`src/sv/bss_pkg.sv`:
```
package bss_pkg;

    localparam int PATTERN_MAX = 16;
    localparam int TEXT_MAX    = 65536;
    localparam int PAT_LEN_W   = $clog2(PATTERN_MAX + 1);
    localparam int TEXT_POS_W  = $clog2(TEXT_MAX + 1);
    localparam int INDEX_W     = 16;

    typedef enum logic {
        FUNC_PATTERN = 1'b0,
        FUNC_TEXT    = 1'b1
    } t_func;

    typedef struct packed {
        logic       func;
        logic [7:0] data_byte;
        logic       is_last;
    } t_req;

    typedef struct packed {
        logic               found;
        logic [INDEX_W-1:0] start_index;
        logic               pattern_overflow;
    } t_rsp;

    typedef struct packed {
        logic clr;
        logic pat_shift;
        logic txt_shift;
    } t_cell_ctrl;

endpackage

```
`src/sv/bss_cell.sv`:
```
module bss_cell
    import bss_pkg::*;
(
    input  logic       i_clk,
    input  logic       i_rst_n,
    input  t_cell_ctrl i_ctrl,
    input  logic [7:0] i_pat_src,
    input  logic       i_act_src,
    input  logic [7:0] i_txt_src,
    output logic [7:0] o_pat,
    output logic       o_act,
    output logic [7:0] o_txt,
    output logic       o_eq
);

    // Each cell holds one pattern byte, its active bit and one window byte.
    logic [7:0] r_pat;
    logic [7:0] n_pat;
    logic       r_act;
    logic       n_act;
    logic [7:0] r_txt;
    logic [7:0] n_txt;

    always_comb begin
        n_pat = i_ctrl.pat_shift ? i_pat_src : r_pat;
        n_txt = i_ctrl.txt_shift ? i_txt_src : r_txt;
        if (i_ctrl.pat_shift) begin
            n_act = i_act_src;
        end else if (i_ctrl.clr) begin
            n_act = 1'b0;
        end else begin
            n_act = r_act;
        end
    end

    always_ff @(posedge i_clk) begin
        r_pat <= n_pat;
        r_txt <= n_txt;
    end

    always_ff @(posedge i_clk) begin
        if (!i_rst_n) begin
            r_act <= 1'b0;
        end else begin
            r_act <= n_act;
        end
    end

    // The comparison uses the window byte that arrives with this request.
    assign o_eq  = !r_act || (i_txt_src == r_pat);
    assign o_pat = r_pat;
    assign o_act = r_act;
    assign o_txt = r_txt;

endmodule

```
`src/sv/bss_out_buf.sv`:
```
module bss_out_buf
    import bss_pkg::*;
(
    input  logic i_clk,
    input  logic i_rst_n,
    input  logic i_push,
    input  t_rsp i_data,
    output logic o_ready,
    output logic o_valid,
    input  logic i_ready,
    output t_rsp o_data
);

    logic r_main_valid;
    logic n_main_valid;
    logic r_skid_valid;
    logic n_skid_valid;
    t_rsp r_main;
    t_rsp n_main;
    t_rsp r_skid;
    t_rsp n_skid;
    logic pop;

    assign pop = r_main_valid && i_ready;

    always_comb begin
        n_main_valid = r_main_valid;
        n_skid_valid = r_skid_valid;
        n_main       = r_main;
        n_skid       = r_skid;
        if (i_push) begin
            if (!r_main_valid || pop) begin
                n_main       = i_data;
                n_main_valid = 1'b1;
            end else begin
                n_skid       = i_data;
                n_skid_valid = 1'b1;
            end
        end else if (pop) begin
            n_main       = r_skid;
            n_main_valid = r_skid_valid;
            n_skid_valid = 1'b0;
        end
    end

    always_ff @(posedge i_clk) begin
        r_main <= n_main;
        r_skid <= n_skid;
    end

    always_ff @(posedge i_clk) begin
        if (!i_rst_n) begin
            r_main_valid <= 1'b0;
            r_skid_valid <= 1'b0;
        end else begin
            r_main_valid <= n_main_valid;
            r_skid_valid <= n_skid_valid;
        end
    end

    assign o_ready = !r_skid_valid;
    assign o_valid = r_main_valid;
    assign o_data  = r_main;

endmodule

```
`src/sv/bounded_substring_search.sv`:
```
// Accepts one pattern or text byte per cycle while o_req_ready is high.
// A text byte marked last pushes its result into the registered output buffer.
// The window comparison across the row of cells is done in the accepting cycle.
// A two-entry output buffer keeps o_req_ready high unless two results wait unread.
// Synchronous active-low reset clears all control state; stored bytes are not reset.
module bounded_substring_search
    import bss_pkg::*;
(
    input  logic i_clk,
    input  logic i_rst_n,
    input  logic i_req_valid,
    output logic o_req_ready,
    input  t_req i_req,
    output logic o_rsp_valid,
    input  logic i_rsp_ready,
    output t_rsp o_rsp
);

    logic                  r_in_text;
    logic                  n_in_text;
    logic                  r_pat_done;
    logic                  n_pat_done;
    logic                  r_pat_nul;
    logic                  n_pat_nul;
    logic                  r_overflow;
    logic                  n_overflow;
    logic [PAT_LEN_W-1:0]  r_pat_len;
    logic [PAT_LEN_W-1:0]  n_pat_len;
    logic [TEXT_POS_W-1:0] r_text_pos;
    logic [TEXT_POS_W-1:0] n_text_pos;
    logic                  r_match_seen;
    logic                  n_match_seen;
    logic [INDEX_W-1:0]    r_match_start;
    logic [INDEX_W-1:0]    n_match_start;

    logic                  req_fire;
    logic                  pat_fire;
    logic                  txt_fire;
    logic                  eff_nul;
    logic                  eff_overflow;
    logic [PAT_LEN_W-1:0]  eff_len;
    logic [TEXT_POS_W-1:0] pos_new;
    logic [TEXT_POS_W-1:0] start_full;
    logic                  win_hit;
    logic                  seen_new;
    logic [INDEX_W-1:0]    start_new;
    logic                  hit;
    logic                  rsp_push;
    t_rsp                  rsp_data;
    t_cell_ctrl            ctrl;

    logic [PATTERN_MAX-1:0][7:0] cell_pat;
    logic [PATTERN_MAX-1:0]      cell_act;
    logic [PATTERN_MAX-1:0][7:0] cell_txt;
    logic [PATTERN_MAX-1:0]      cell_eq;

    assign req_fire = i_req_valid && o_req_ready;
    assign pat_fire = req_fire && (t_func'(i_req.func) == FUNC_PATTERN);
    assign txt_fire = req_fire && (t_func'(i_req.func) == FUNC_TEXT);

    assign ctrl.clr = pat_fire && (r_in_text || r_pat_done);

    assign eff_nul      = ctrl.clr ? 1'b0 : r_pat_nul;
    assign eff_overflow = ctrl.clr ? 1'b0 : r_overflow;
    assign eff_len      = ctrl.clr ? '0 : r_pat_len;

    assign ctrl.pat_shift = pat_fire && (i_req.data_byte != 8'd0) && !eff_nul
                            && (eff_len < PAT_LEN_W'(PATTERN_MAX));
    assign ctrl.txt_shift = txt_fire && (r_text_pos < TEXT_POS_W'(TEXT_MAX));

    genvar j;
    generate
        for (j = 0; j < PATTERN_MAX; j++) begin : g_cell
            logic [7:0] pat_src;
            logic       act_src;
            logic [7:0] txt_src;
            if (j == PATTERN_MAX - 1) begin : g_head
                assign pat_src = i_req.data_byte;
                assign act_src = 1'b1;
                assign txt_src = i_req.data_byte;
            end else begin : g_body
                assign pat_src = cell_pat[j+1];
                assign act_src = cell_act[j+1] && !ctrl.clr;
                assign txt_src = cell_txt[j+1];
            end
            bss_cell u_cell (
                .i_clk     (i_clk),
                .i_rst_n   (i_rst_n),
                .i_ctrl    (ctrl),
                .i_pat_src (pat_src),
                .i_act_src (act_src),
                .i_txt_src (txt_src),
                .o_pat     (cell_pat[j]),
                .o_act     (cell_act[j]),
                .o_txt     (cell_txt[j]),
                .o_eq      (cell_eq[j])
            );
        end
    endgenerate

    assign pos_new    = r_text_pos + TEXT_POS_W'(1);
    assign start_full = pos_new - TEXT_POS_W'(r_pat_len);
    assign win_hit    = (r_pat_len != '0) && (pos_new >= TEXT_POS_W'(r_pat_len)) && (&cell_eq);
    assign seen_new   = r_match_seen || (ctrl.txt_shift && win_hit);
    assign start_new  = r_match_seen ? r_match_start : start_full[INDEX_W-1:0];
    assign hit        = seen_new && (r_pat_len != '0) && !r_overflow;

    assign rsp_push                  = txt_fire && i_req.is_last;
    assign rsp_data.found            = hit;
    assign rsp_data.start_index      = hit ? start_new : '0;
    assign rsp_data.pattern_overflow = r_overflow;

    always_comb begin
        n_in_text     = r_in_text;
        n_pat_done    = r_pat_done;
        n_pat_nul     = r_pat_nul;
        n_overflow    = r_overflow;
        n_pat_len     = r_pat_len;
        n_text_pos    = r_text_pos;
        n_match_seen  = r_match_seen;
        n_match_start = r_match_start;
        if (pat_fire) begin
            n_in_text  = 1'b0;
            n_pat_done = (ctrl.clr ? 1'b0 : r_pat_done) || i_req.is_last;
            n_pat_nul  = eff_nul || (i_req.data_byte == 8'd0);
            n_overflow = eff_overflow || ((i_req.data_byte != 8'd0) && !eff_nul
                         && (eff_len == PAT_LEN_W'(PATTERN_MAX)));
            n_pat_len  = ctrl.pat_shift ? eff_len + PAT_LEN_W'(1) : eff_len;
            if (ctrl.clr) begin
                n_text_pos    = '0;
                n_match_seen  = 1'b0;
                n_match_start = '0;
            end
        end else if (txt_fire) begin
            n_in_text = 1'b1;
            if (i_req.is_last) begin
                n_text_pos    = '0;
                n_match_seen  = 1'b0;
                n_match_start = '0;
            end else if (ctrl.txt_shift) begin
                n_text_pos    = pos_new;
                n_match_seen  = seen_new;
                n_match_start = start_new;
            end
        end
    end

    always_ff @(posedge i_clk) begin
        if (!i_rst_n) begin
            r_in_text     <= 1'b0;
            r_pat_done    <= 1'b0;
            r_pat_nul     <= 1'b0;
            r_overflow    <= 1'b0;
            r_pat_len     <= '0;
            r_text_pos    <= '0;
            r_match_seen  <= 1'b0;
            r_match_start <= '0;
        end else begin
            r_in_text     <= n_in_text;
            r_pat_done    <= n_pat_done;
            r_pat_nul     <= n_pat_nul;
            r_overflow    <= n_overflow;
            r_pat_len     <= n_pat_len;
            r_text_pos    <= n_text_pos;
            r_match_seen  <= n_match_seen;
            r_match_start <= n_match_start;
        end
    end

    bss_out_buf u_out_buf (
        .i_clk   (i_clk),
        .i_rst_n (i_rst_n),
        .i_push  (rsp_push),
        .i_data  (rsp_data),
        .o_ready (o_req_ready),
        .o_valid (o_rsp_valid),
        .i_ready (i_rsp_ready),
        .o_data  (o_rsp)
    );

endmodule

```
`config.mk`:
```
export PLATFORM = sky130hd
export DESIGN_NAME = bounded_substring_search
export DESIGN_NICKNAME = d
export VERILOG_FILES = /design/src/sv/bss_pkg.sv /design/src/sv/bss_cell.sv /design/src/sv/bss_out_buf.sv /design/src/sv/bounded_substring_search.sv
export SDC_FILE = /design/constraint.sdc
export NUM_CORES = 1
export LEC_CHECK = 0
export ABC_CLOCK_PERIOD_IN_PS = 13120
export BUFFER_PORTS_ARGS = -buffer_cell sky130_fd_sc_hd__buf_2
export CORE_ASPECT_RATIO = 0.9
export CORE_UTILIZATION = 29
export DETAILED_ROUTE_END_ITERATION = 12
export HOLD_SLACK_MARGIN = 0.02
export PLACE_DENSITY = 0.45
export SLEW_MARGIN = 20
export SYNTH_ARGS = -nofsm -noshare
export SYNTH_HDL_FRONTEND = slang
export SYNTH_SLANG_ARGS = --single-unit
```
`constraint.sdc`:
```
create_clock -name i_clk -period 13.12 [get_ports i_clk]
set_clock_uncertainty 0.05 [all_clocks]
set_input_delay 2.624 -clock i_clk [delete_from_list [all_inputs] [get_ports i_clk]]
set_output_delay 2.624 -clock i_clk [all_outputs]
set_load 0.02 [all_outputs]
```
; ---- After elaboration in Yosys (flattened, before gate mapping)
; Index checks and enable logic that the tools add are counted.
[classes]
n_addsub = 3
n_mul = 0
div_mod_pow = 0
order_cmp = 3
eq_ne = 20
shifts = 0
mux = 47
n_bitwise = 3
reduce_logical = 88
[ops]
columns = operator, n
row1 = == test 8 bit, 16
row2 = 2-to-1 mux 16 bit, 7
row3 = 2-to-1 mux 17 bit, 5
row4 = 2-to-1 mux 18 bit, 3
row5 = logical AND 1 bit, 32
row6 = 2-to-1 mux 1 bit, 30
row7 = logical OR 1 bit, 22
row8 = zero test 1 bit, 21
row9 = adder 17 x 1 -> 17 bit (second input constant), 1
row10 = greater-or-equal comparator 17 x 5 -> 1 bit, 1
row11 = less-than comparator 17 bit (second input constant), 1
row12 = AND reduction 16 bit, 1
row13 = subtractor 16 x 5 -> 16 bit, 1
row14 = 2-to-1 mux 5 bit, 2
row15 = zero test 8 bit, 1
row16 = nonzero test 8 bit, 1
row17 = AND reduction 2 bit, 3
row18 = nonzero test 2 bit, 3
row19 = adder 5 x 1 -> 5 bit (second input constant), 1
row20 = == test 5 bit (second input constant), 1
row21 = less-than comparator 5 bit (second input constant), 1
row22 = nonzero test 5 bit, 1
row23 = != test 2 x 1 -> 1 bit (second input constant), 2
row24 = NOT 1 bit, 3
row25 = other kinds (4), 4
[word_totals]
regBits = 345
latch_bits = 0
ramBits = 0
mem_bits_ro = 0
output_inout_bits = 20
word_cells = 227
mem_count = 0

; ---- Longest topological paths before layout
; Gate-level depths: netlist (run 1).
[depth]
ltp_word = 11
depth_mapped = 14

; ---- By module
; Synthesis (run 1) repeated with hierarchy kept, for this count alone.
[unflattened]
cells_unflattened = 988
hier_area_um2 = 14335.0
[by_module_without_submodules]
columns = mod, instances, cells_per_inst, area_per_inst_um2, seq_area_each_um2
row1 = bss_cell, 16, 31, 606.8, 500.5
row2 = bounded_substring_search, 1, 422, 3158.0, 860.8
row3 = bss_out_buf, 1, 70, 1467.7, 1121.1

; ---- Least setup slack after synthesis (run 1)
; No wires, ideal clock.
[synth_timing]
path_kind = in2reg
startpoint = in i_req_valid
endpoint = reg r_text_pos[10]
setup_time_ps = 128
arrival_time_ps = 14014
t_required_ps = 12942
path_slack_ps = -1071
path_stages = 6
path_buffers = 1
cell_sequence = nand2b_1 -> nor3b_1 -> nor2_1 -> clkbuf_1 -> a22oi_1 -> nor2_1
[synth_rtl]
columns = item, line
row1 = from (decl), bounded_substring_search.sv:11  ; input logic i_req_valid,
row2 = to (signal assigned), bounded_substring_search.sv:164  ; r_text_pos <= n_text_pos;
row3 = to (decl), bounded_substring_search.sv:29  ; logic [TEXT_POS_W-1:0] r_text_pos;

; ---- Worst setup path in the final report (run 1)
[layout_timing]
startpoint = in i_req_valid
endpoint = reg r_pat_len[3]
[layout_via]
elab_chain_cells = 8
elab_cells_between_ends = 12
classes_between = add/sub (1) / order compare (1) / mux (3) / reduce/logical (7)
[layout_lines]
columns = item, line
row1 = logical AND 1 bit (*), bounded_substring_search.sv:57  ; assign req_fire = i_req_valid && o_req_ready;
row2 = logical AND 1 bit (*), bounded_substring_search.sv:58  ; assign pat_fire = req_fire && (t_func'(i_req.func) == FUNC_PATTERN);
row3 = "parallel branches: the longest is 6 deep, another holds less-than comparator 5 bit", --
row4 = to (signal assigned), bounded_substring_search.sv:163  ; r_pat_len <= n_pat_len;
row5 = to (decl), bounded_substring_search.sv:27  ; logic [PAT_LEN_W-1:0] r_pat_len;
; Every way passes the cells marked *.
; A chain may end at the register's enable or synchronous reset.

==> impl_metrics.py, run 1 <==
metrics = {
    "run_status": {
        "status": "finished, final reports clean",
    },
    "logic_synthesis": {
        "avgSynthCellArea_um2": 14.1,
        "netlist_top_cells_area": "edfxtp_1 (61%), xnor2_1 (9.0%), dfxtp_1 (8.8%)",
        "syn_area_um2": 14000,
        "syn_inst": 987,
        "synthArstFlopShare_pct": 0,
        "synth.most_common_cell": "edfxtp_1",
        "yosysTopAreaCellShare_pct": 61.1,
        "ys.warnings.count": 0,
        "yosys-top-cells-count": "edfxtp_1 (284), xnor2_1 (143), nor2_1 (82), dfxtp_1 (61), nand2_1 (58)",
        "yosysSeqAreaShare_pct": 69.9,
        "synth_nets": 1010,
        "synth_top_area_cell": "edfxtp_1",
        "synth-edff-count": 284,
        "ys.flop_type": "edfxtp_1",
        "ys_types": 65,
        "ys_ff_latch": 345,
    },
    "worst_setup_path": {
        "slowest_stage": "buf_4",
        "arrival_ps": 5170,
        "path_depth": 10,
        "worstPathCellList": "buf_2, nand2b_1, nor2_1, o21ai_1, o21ai_0, and2_4, buf_4, nand4_1, xnor2_1, nor2_1",
        "critical_path_required_ps": 13470,
        "path_max_fanout": 70,
        "worst_path_most_repeated_cell": "nor2_1",
        "reg2reg_depth": 12,
        "path_class": "input pin to register",
        "cp_num_buf_inv": 2,
        "cpLargestDelayFamily": "simple AND/OR/NAND/NOR gates",
        "cp-end-kind": "register",
        "start_kind": "input pin",
        "cp_slowest_stage_delay_ps": 770,
    },
    "final_layout": {
        "drive_above_1_share_pct": 11.7,
        "stdcell_count": 1672,
        "stdcell_area_um2": 15900,
        "diodes": 0,
        "area_growth_pct": 14.1,
        "fin_nets": 1051,
    },
    "placement": {
        "port_buffers": 33,
        "placedCellCount": 1605,
        "place_congestion": 0.740,
        "place_area_um2": 14800,
        "hpwl_mm": 17.2,
    },
    "grt": {
        "overflow": 0,
        "grt_pass1_vias": 7220,
        "grt_max_degree": 71,
        "grt_pass1_wl_mm": 41.5,
        "grt_antenna_before_repair": 0,
        "grtUsageTotal_pct": 11.1,
    },
    "route": {
        "drtPass1Iterations": 4,
        "viasPerCell": 4.44,
        "num_vias": 7423,
        "drt-wirelength-per-cell_um": 16.1,
        "wl_mm": 26.9,
        "route.detailed.drc": 0,
        "drt-initial-drc-count": 481,
        "ant_nets": 0,
    },
    "power_and_ir_drop": {
        "power_frac_seq_pct": 53.2,
        "pwr-share-comb_pct": 4.5,
        "power.density_nw_per_um2": 147,
        "irDropWorstVdd_uv": 85.7,
        "power_leakage_uw": 0.00511,
        "power_uw": 2340,
        "swShare_pct": 21.8,
        "p_int_uw": 1830,
        "clkPwrFrac_pct": 42.2,
        "p_sw_uw": 508,
    },
    "timing": {
        "setup_tns_ps": 0,
        "post-route-period-util_pct": 36.7,
        "fmax_mhz": 208,
        "worst-slew-pin-transition_ps": 1020,
        "final.min_clock_period_ps": 4820,
        "setup_violations": 0,
        "final-hold-violation-count": 0,
        "drv_slew": 0,
        "slew_headroom_pct": 32.1,
        "rsz0062_at_grt": "no",
    },
    "floorplan": {
        "io_pins": 34,
        "initial_utilization_pct": 29.7,
        "die_w_um": 233,
        "coreArea_um2": 47000,
        "die_area_um2": 49000,
        "die_y_um": 210,
        "row_count": 75,
    },
    "clock_network": {
        "cts_buffer_depth": 3,
        "cts_resized": 0,
        "numCtsBuffers": 37,
        "clkSinkCount": 345,
        "htree_levels": 2,
        "path_clk_slew_ps": 60,
        "insertion_delay_ps": 530,
        "holdBufCountCts": 0,
        "cts_tree": "yes",
        "root_buffer": "clkbuf_16",
        "post_cts_buffers": 0,
    },
    "min_path": {
        "holdPathStages": 2,
        "min_path_type": "register to register",
    },
    "job": {
        "maxCapViolCount": 0,
    },
}
metrics by stage:
step                      util, %  hold slack (ps)  worst slack [ps]
after detailed placement     31.5              397              7710
final                        33.9              406              8300
after floorplan                 -              377              3860
after CTS                    33.9              406              8270
after global placement       31.5              385              7710
after global routing         33.9              419              8030
power groups by stage:
stage               registers [uW]  clock network (uW)  logic (uW)
floorplan                     1270                   0        70.6
global placement              1270                   0         108
detailed placement            1270                   0         108
CTS                           1240                1020         109
global route                  1250                1060         117
finish                        1240                 986         106
layer usage:
layer / vias to the layer above / global-route usage (%) / share of wire (%)
li1: 3729 / - / -
met3: 46 / 2.08 / 4.0
met4: 0 / 3.49 / 2.2
met2: 112 / 16.5 / 44
met1: 3536 / 16.1 / 50
met5: - / 0 / 0
logic make-up (layout without fill, tap and decap cells):
logic type | Yosys count | after routing | synth area share (%)
DFF | 345 | 345 | 69.9
adders and majority gates | 9 | 9 | 0.861
xor gates and xnor gates | 151 | 151 | 9.48
buffers and inverters | 54 | 123 | 1.74
muxes | 20 | 20 | 1.43
AOI/OAI and AO/OA | 145 | 145 | 7.11
and+or+nand+nor | 263 | 263 | 9.50
cells in the final DEF (no fill, tap or decap), types with 4 or more instances in the layout:
cell type,count
o21ai_0,39
nor2b_1,9
nand2b_1,4
buf_4,9
ha_1,8
a22oi_1,10
edfxtp_1,284
nor2_1,81
xor2_1,8
o21ai_1,6
a21o_1,4
a31oi_1,6
a211oi_1,5
clkinv_1,6
clkbuf_16,38
o31ai_2,12
nand4_1,42
and3_1,4
a21oi_1,34
nand2_1,58
buf_2,33
clkinv_2,5
or4_1,6
dfxtp_1,61
or3_1,6
mux2i_1,20
nand3_1,10
xnor2_1,143
and2_1,5
inv_1,14
clkbuf_1,12
nor3_1,14
final cells by class:
| cell class | count | area, um2 |
|---|---|---|
| Clock inverter | 15 | 104 |
| Inverter | 14 | 52.6 |
| Multi-Input combinational cell | 588 | 3990 |
| Sequential cell | 345 | 9750 |
| Clock buffer | 52 | 1020 |
| Timing Repair Buffer | 42 | 233 |
| Fill cell | 4539 | 31100 |
| Tap cell | 616 | 771 |
worst min-delay path: cells and delay by family (launching register included):
family,cells,cell delay (ps)
AOI/OAI and AO/OA,1,50
DFF,1,310
and+or+nand+nor,1,50
final timing paths:
path / startpoint / to / slack (ps)
hold / removal: r_match_start[14] / r_match_start[14] / 410
hold reg to reg: r_match_start[14] / r_match_start[14] / 410
setup / recovery: i_req_valid / r_pat_len[3] / 8300
setup reg to reg: r_text_pos[0] / u_out_buf.o_data[11] / 8770
flip-flops by register name (all words and copies together) (netlist names), 5 cells and up:
name	flops
g_cell.u_cell.o_pat	128
g_cell.u_cell.o_txt	120
u_out_buf.o_data	18
u_out_buf.r_skid	18
r_text_pos	17
g_cell.u_cell.o_act	16
r_match_start	16
r_pat_len	5
Note: power is estimated with default switching activity, not from simulation.
==> run 2: changes to the inputs <==
--- a/config.mk
+++ b/config.mk
@@ -5,13 +5,13 @@
 export SDC_FILE = /design/constraint.sdc
 export NUM_CORES = 1
 export LEC_CHECK = 0
-export ABC_CLOCK_PERIOD_IN_PS = 13120
+export ABC_CLOCK_PERIOD_IN_PS = 4900
 export BUFFER_PORTS_ARGS = -buffer_cell sky130_fd_sc_hd__buf_2
 export CORE_ASPECT_RATIO = 0.9
 export CORE_UTILIZATION = 29
 export DETAILED_ROUTE_END_ITERATION = 12
 export HOLD_SLACK_MARGIN = 0.02
-export PLACE_DENSITY = 0.45
+export PLACE_DENSITY = 0.43
 export SLEW_MARGIN = 20
 export SYNTH_ARGS = -nofsm -noshare
 export SYNTH_HDL_FRONTEND = slang
==> constraint.sdc (replaced) <==
create_clock -name i_clk -period 4.9 [get_ports i_clk]
set_clock_uncertainty 0.05 [all_clocks]
set_input_delay 0.98 -clock i_clk [delete_from_list [all_inputs] [get_ports i_clk]]
set_output_delay 0.98 -clock i_clk [all_outputs]
set_load 0.02 [all_outputs]
==> run 2 against run 1 <==
  * Die area did not move
  * Clock-buffer cell count rose by 3
  * Utilization rose by 0.34 points
  * Power rose to 2.7 times the previous value
  * Wire length rose by 3.9%
  * Final area rose by 1.0%
  * Via count rose by 1.0%
  * Critical path type is now register to register
==> impl_metrics.py, run 2 (synthesized netlist as in run 1, its figures left out) <==
metrics = {
    "run_status": {
        "status": "finished, final reports clean",
    },
    "final_layout": {
        "fin_util_pct": 34.2,
        "seq_area_um2": 9750,
        "area_growth_pct": 15.2,
        "drive_above_1_share_pct": 13.2,
        "final_cell_mix": "edfxtp_1 (284), xnor2_1 (143), nor2_1 (81)",
        "diodes": 0,
        "stdcell_area_um2": 16100,
        "fillers": 4539,
        "multi_input_area_um2": 4020,
        "stdcell_count": 1676,
        "largest_reg_flops": 128,
        "mostFrequentLayoutCell": "edfxtp_1",
        "fin_nets": 1054,
    },
    "job": {
        "maxCapViolCount": 0,
    },
    "clock_network": {
        "clkSinkCount": 345,
        "post_cts_buffers": 0,
        "numCtsBuffers": 38,
        "holdBufCountCts": 0,
        "insertion_delay_ps": 520,
        "cts_tree": "yes",
        "cts_resized": 0,
        "cts_buffer_depth": 3,
        "path_clk_slew_ps": 60,
        "htree_levels": 2,
        "root_buffer": "clkbuf_16",
    },
    "min_path": {
        "holdPathStages": 2,
        "min_path_type": "register to register",
    },
    "route": {
        "drt-wirelength-per-cell_um": 16.7,
        "drt-initial-drc-count": 500,
        "drtPass1Iterations": 5,
        "viasPerCell": 4.47,
        "num_vias": 7500,
        "wl_mm": 27.9,
        "route.detailed.drc": 0,
        "ant_nets": 0,
    },
    "timing": {
        "final-hold-violation-count": 0,
        "setup_violations": 0,
        "worst-slew-pin-transition_ps": 1030,
        "post-route-period-util_pct": 82.7,
        "slew_headroom_pct": 31.1,
        "rsz0062_at_grt": "no",
        "final.min_clock_period_ps": 4050,
        "fmax_mhz": 247,
        "drv_slew": 0,
    },
    "grt": {
        "grt_max_degree": 67,
        "grtUsageTotal_pct": 11.6,
        "overflow": 0,
        "grt_pass1_vias": 7476,
        "grt_antenna_before_repair": 0,
        "grt_pass1_wl_mm": 43.1,
    },
    "power_and_ir_drop": {
        "power.density_nw_per_um2": 398,
        "irDropWorstVdd_uv": 196,
        "pwr-share-comb_pct": 4.6,
        "p_int_uw": 5030,
        "clkPwrFrac_pct": 43.3,
        "p_sw_uw": 1370,
        "power_frac_seq_pct": 52.1,
        "power_leakage_uw": 0.00516,
        "swShare_pct": 21.4,
    },
    "floorplan": {
        "die_area_um2": 49000,
        "die_y_um": 210,
        "row_count": 75,
        "initial_utilization_pct": 29.7,
        "die_w_um": 233,
        "io_pins": 34,
        "coreArea_um2": 47000,
    },
    "placement": {
        "place_area_um2": 14900,
        "place_congestion": 0.749,
        "hpwl_mm": 18.1,
        "port_buffers": 33,
        "placedCellCount": 1607,
    },
    "worst_setup_path": {
        "arrival_ps": 4260,
        "reg2reg_depth": 12,
        "path_max_fanout": 34,
        "path_class": "register to register",
        "critical_path_required_ps": 5100,
        "cp-end-kind": "register",
        "start_kind": "register",
    },
}
==> run 2: final cells by class <==
class / instances / share of cell area (%)
multi-input cells: 588 / 25.0
clock inverters: 14 / 0.778
inverters: 14 / 0.327
clock buffers: 55 / 6.75
repair buffers: 44 / 1.70
well taps: 616 / 4.79
flip-flops and latches: 345 / 60.6
==> run 2: worst max-delay path, cell delays in order (launching register included) <==
cell and delay (ps):
dfxtp_1 470, ha_1 410, nand3_1 230, xnor2_1 190
ha_1 320, and2_1 180, a221oi_1 330, nand4_1 240
nor4_4 420, nand3_2 160, o211ai_2 230, a211o_4 440
o31ai_2 110
==> run 2: final timing paths <==
path / to / slack (ps) / from
worst max-delay path: u_out_buf.o_data[7] / 850 / r_text_pos[0]
worst min-delay path: r_match_start[14] / 410 / r_match_start[14]
worst max register to register: u_out_buf.o_data[7] / 850 / r_text_pos[0]
worst min register to register: r_match_start[14] / 410 / r_match_start[14]
==> run 2: stage by stage <==
stage	worst slack, ps	hold WS [ps]	TNS, ps	total power, uW
floorplan	-747	384	-40240	3590
global placement	925	395	0	3690
detailed placement	807	406	0	3690
CTS	808	414	0	6500
global route	460	420	0	6640
finish	846	409	0	6390
==> run 2: power by group through the flow <==
stage          registers [uW]  logic, uW  clock network, uW
2_1_floorplan            3390        195                  0
3_3_place_gp             3390        303                  0
3_5_place_dp             3390        302                  0
4_1_cts                  3330        303               2860
5_1_grt                  3340        324               2970
6_report                 3330        293               2770
==> run 2: routing by layer <==
metal | part of all wire, % | vias to the layer above | GRT usage (%)
li1 | - | 3739 | -
met3 | 3.1 | 47 | 2.04
met4 | 2.2 | 0 | 3.49
met1 | 50 | 3619 | 16.8
met2 | 45 | 95 | 17.8
met5 | 0 | - | 0
==> run 3: changes to the inputs <==
--- a/config.mk
+++ b/config.mk
@@ -5,13 +5,13 @@
 export SDC_FILE = /design/constraint.sdc
 export NUM_CORES = 1
 export LEC_CHECK = 0
-export ABC_CLOCK_PERIOD_IN_PS = 4900
+export ABC_CLOCK_PERIOD_IN_PS = 3700
 export BUFFER_PORTS_ARGS = -buffer_cell sky130_fd_sc_hd__buf_2
 export CORE_ASPECT_RATIO = 0.9
 export CORE_UTILIZATION = 29
 export DETAILED_ROUTE_END_ITERATION = 12
 export HOLD_SLACK_MARGIN = 0.02
-export PLACE_DENSITY = 0.43
+export PLACE_DENSITY = 0.45
 export SLEW_MARGIN = 20
 export SYNTH_ARGS = -nofsm -noshare
 export SYNTH_HDL_FRONTEND = slang
==> constraint.sdc (replaced) <==
create_clock -name i_clk -period 3.7 [get_ports i_clk]
set_clock_uncertainty 0.05 [all_clocks]
set_input_delay 0.74 -clock i_clk [delete_from_list [all_inputs] [get_ports i_clk]]
set_output_delay 0.74 -clock i_clk [all_outputs]
set_load 0.02 [all_outputs]
==> run 3 against run 2 <==
  * Final cell count grew 1.8%
  * Critical endpoint is now u_out_buf.o_data[10]
  * Fmax grew 17%
  * Setup slack lost 630 ps
  * Sequential power grew 32%
  * Largest cell class unchanged
==> impl_metrics.py, run 3 (synthesized netlist as in run 1, its figures left out) <==
metrics = {
    "clock_network": {
        "clkSinkCount": 345,
        "path_clk_slew_ps": 60,
        "numCtsBuffers": 38,
        "cts_buffer_depth": 3,
        "root_buffer": "clkbuf_16",
        "insertion_delay_ps": 530,
        "holdBufCountCts": 0,
        "htree_levels": 2,
        "cts_tree": "yes",
    },
    "job": {
        "maxCapViolCount": 0,
    },
    "route": {
        "drtPass1Iterations": 5,
        "viasPerCell": 4.47,
        "num_vias": 7629,
        "drt-initial-drc-count": 409,
        "route.detailed.drc": 0,
        "drt-wirelength-per-cell_um": 16.4,
        "ant_nets": 0,
        "wl_mm": 28.0,
    },
    "placement": {
        "place_area_um2": 15100,
        "port_buffers": 33,
        "hpwl_mm": 18.0,
        "place_congestion": 0.779,
    },
    "timing": {
        "worst-slew-pin-transition_ps": 752,
        "fmax_mhz": 287,
        "rsz0062_at_grt": "no",
        "final-hold-violation-count": 0,
        "setup_violations": 0,
        "post-route-period-util_pct": 94.0,
        "slew_headroom_pct": 49.7,
        "drv_slew": 0,
        "final.min_clock_period_ps": 3480,
    },
    "final_layout": {
        "area_growth_pct": 16.5,
        "largest_reg_flops": 128,
        "fin_nets": 1085,
        "fillers": 4542,
        "mostFrequentLayoutCell": "edfxtp_1",
        "seq_area_um2": 9750,
        "diodes": 0,
        "multi_input_area_um2": 4050,
        "stdcell_area_um2": 16300,
        "drive_above_1_share_pct": 14.7,
        "final_cell_mix": "edfxtp_1 (284), xnor2_1 (143), nor2_1 (81)",
    },
    "floorplan": {
        "die_area_um2": 49000,
        "io_pins": 34,
        "die_w_um": 233,
        "die_y_um": 210,
        "coreArea_um2": 47000,
        "row_count": 75,
        "initial_utilization_pct": 29.7,
    },
    "worst_setup_path": {
        "worstPathCellList": "ha_1, nand3_1, xnor2_1, ha_1, and2_1, a221oi_1, nand4_1, buf_4, nor3_1, xnor2_1, o21ai_0, buf_4, nand2_1, o21ai_1",
        "r2r_end": "u_out_buf.o_data[10]",
        "ff2ff_setup_slack_ps": 220,
        "reg2reg_from": "r_text_pos[0]",
        "cp-end-kind": "register",
        "reg2reg_depth": 14,
        "cp_slowest_stage_delay_ps": 410,
        "path_max_fanout": 5,
        "critical_path_required_ps": 4020,
        "arrival_ps": 3800,
        "path_class": "register to register",
        "start_kind": "register",
        "slowest_stage": "dfxtp_1",
    },
    "power_and_ir_drop": {
        "power_leakage_uw": 0.00528,
        "power.density_nw_per_um2": 507,
        "power_uw": 8250,
        "irDropWorstVdd_uv": 244,
    },
    "min_path": {
        "holdPathStages": 1,
        "min_path_type": "input pin to register",
        "hp-start": "i_req[6]",
        "whs_endpoint": "g_cell[15].u_cell.o_pat[5]",
    },
    "grt": {
        "grt_pass1_wl_mm": 43.5,
        "grt_pass1_vias": 7783,
        "grtUsageTotal_pct": 11.6,
        "grt_max_degree": 121,
        "grt_antenna_before_repair": 1,
        "overflow": 0,
    },
    "run_status": {
        "status": "finished, final reports clean",
    },
}
[run 3: cell count changes in the layout (fill, tap and decap cells not counted), moves of 2 or more]
cell,before,now
clkinv_1,4,6
clkbuf_8,5,0
bufinv_16,2,0
clkinvlp_4,2,0
clkbuf_1,11,19
buf_4,9,36
clkinv_2,6,2
buf_12,2,5
[run 3: report_power, final]
group	total, uW	internal (uW)	switching (uW)
registers	4410	4340	70.8
clock network	3430	1950	1470
logic	411	156	255
total	8250	6450	1800
[run 3: area by class of cell]
| cell class | count | share of cell area, % |
|---|---|---|
| Clock inverter | 10 | 0.323 |
| Tap cell | 616 | 4.74 |
| Sequential cell | 345 | 60.0 |
| Inverter | 14 | 0.323 |
| Clock buffer | 58 | 6.44 |
| Timing Repair Buffer | 74 | 3.29 |
| Multi-Input combinational cell | 589 | 24.9 |
[run 3: through the flow]
| stage | util [%] | TNS, ps | hold WS [ps] | cells | setup WS (ps) |
|---|---|---|---|---|---|
| 2_1_floorplan | - | -191560 | 384 | 987 | -1710 |
| 3_5_place_dp | 32.1 | 0 | 404 | 1636 | 116 |
| 4_1_cts | 34.5 | 0 | 363 | 1704 | 82.8 |
| 6_report | 34.6 | 0 | 398 | 1706 | 221 |
| 3_3_place_gp | 32.1 | 0 | 394 | 1636 | 166 |
| 5_1_grt | 34.6 | 0 | 384 | 1706 | 53.3 |
[run 3: worst max path at each step]
stage	startpoint	slack [ps]	to
final	r_text_pos[0]	220	u_out_buf.o_data[10]
after detailed placement	r_text_pos[1]	120	u_out_buf.r_skid[3]
after global routing	r_text_pos[0]	50	u_out_buf.o_data[2]
after global placement	r_text_pos[0]	170	u_out_buf.r_skid[3]
after floorplan	i_req_valid	-1710	u_out_buf.o_data[1]
after CTS	r_text_pos[0]	80	u_out_buf.r_skid[1]
[run 3: layer usage]
layer,vias up,track usage [%],part of all wire [%]
met3,45,2.08,4.0
met2,117,17.7,45
met5,-,0,0
li1,3795,-,-
met1,3672,16.5,49
met4,0,3.81,2.1
[run 3: what timing repair did]
item / CTS / global route
gates resized for setup: 0 / 3
endpoints found under the setup margin: 0 / 33
buffers inserted: 0 / 1
[run 3: worst max-delay path: cells and delay by family, from the launching register on]
family          cells  cell delay, ps
simple gates        5             860
compound gates      3             830
fa+ha+maj           2             460
buf+inv             2             410
flops               1             410
xor+xnor            2             300
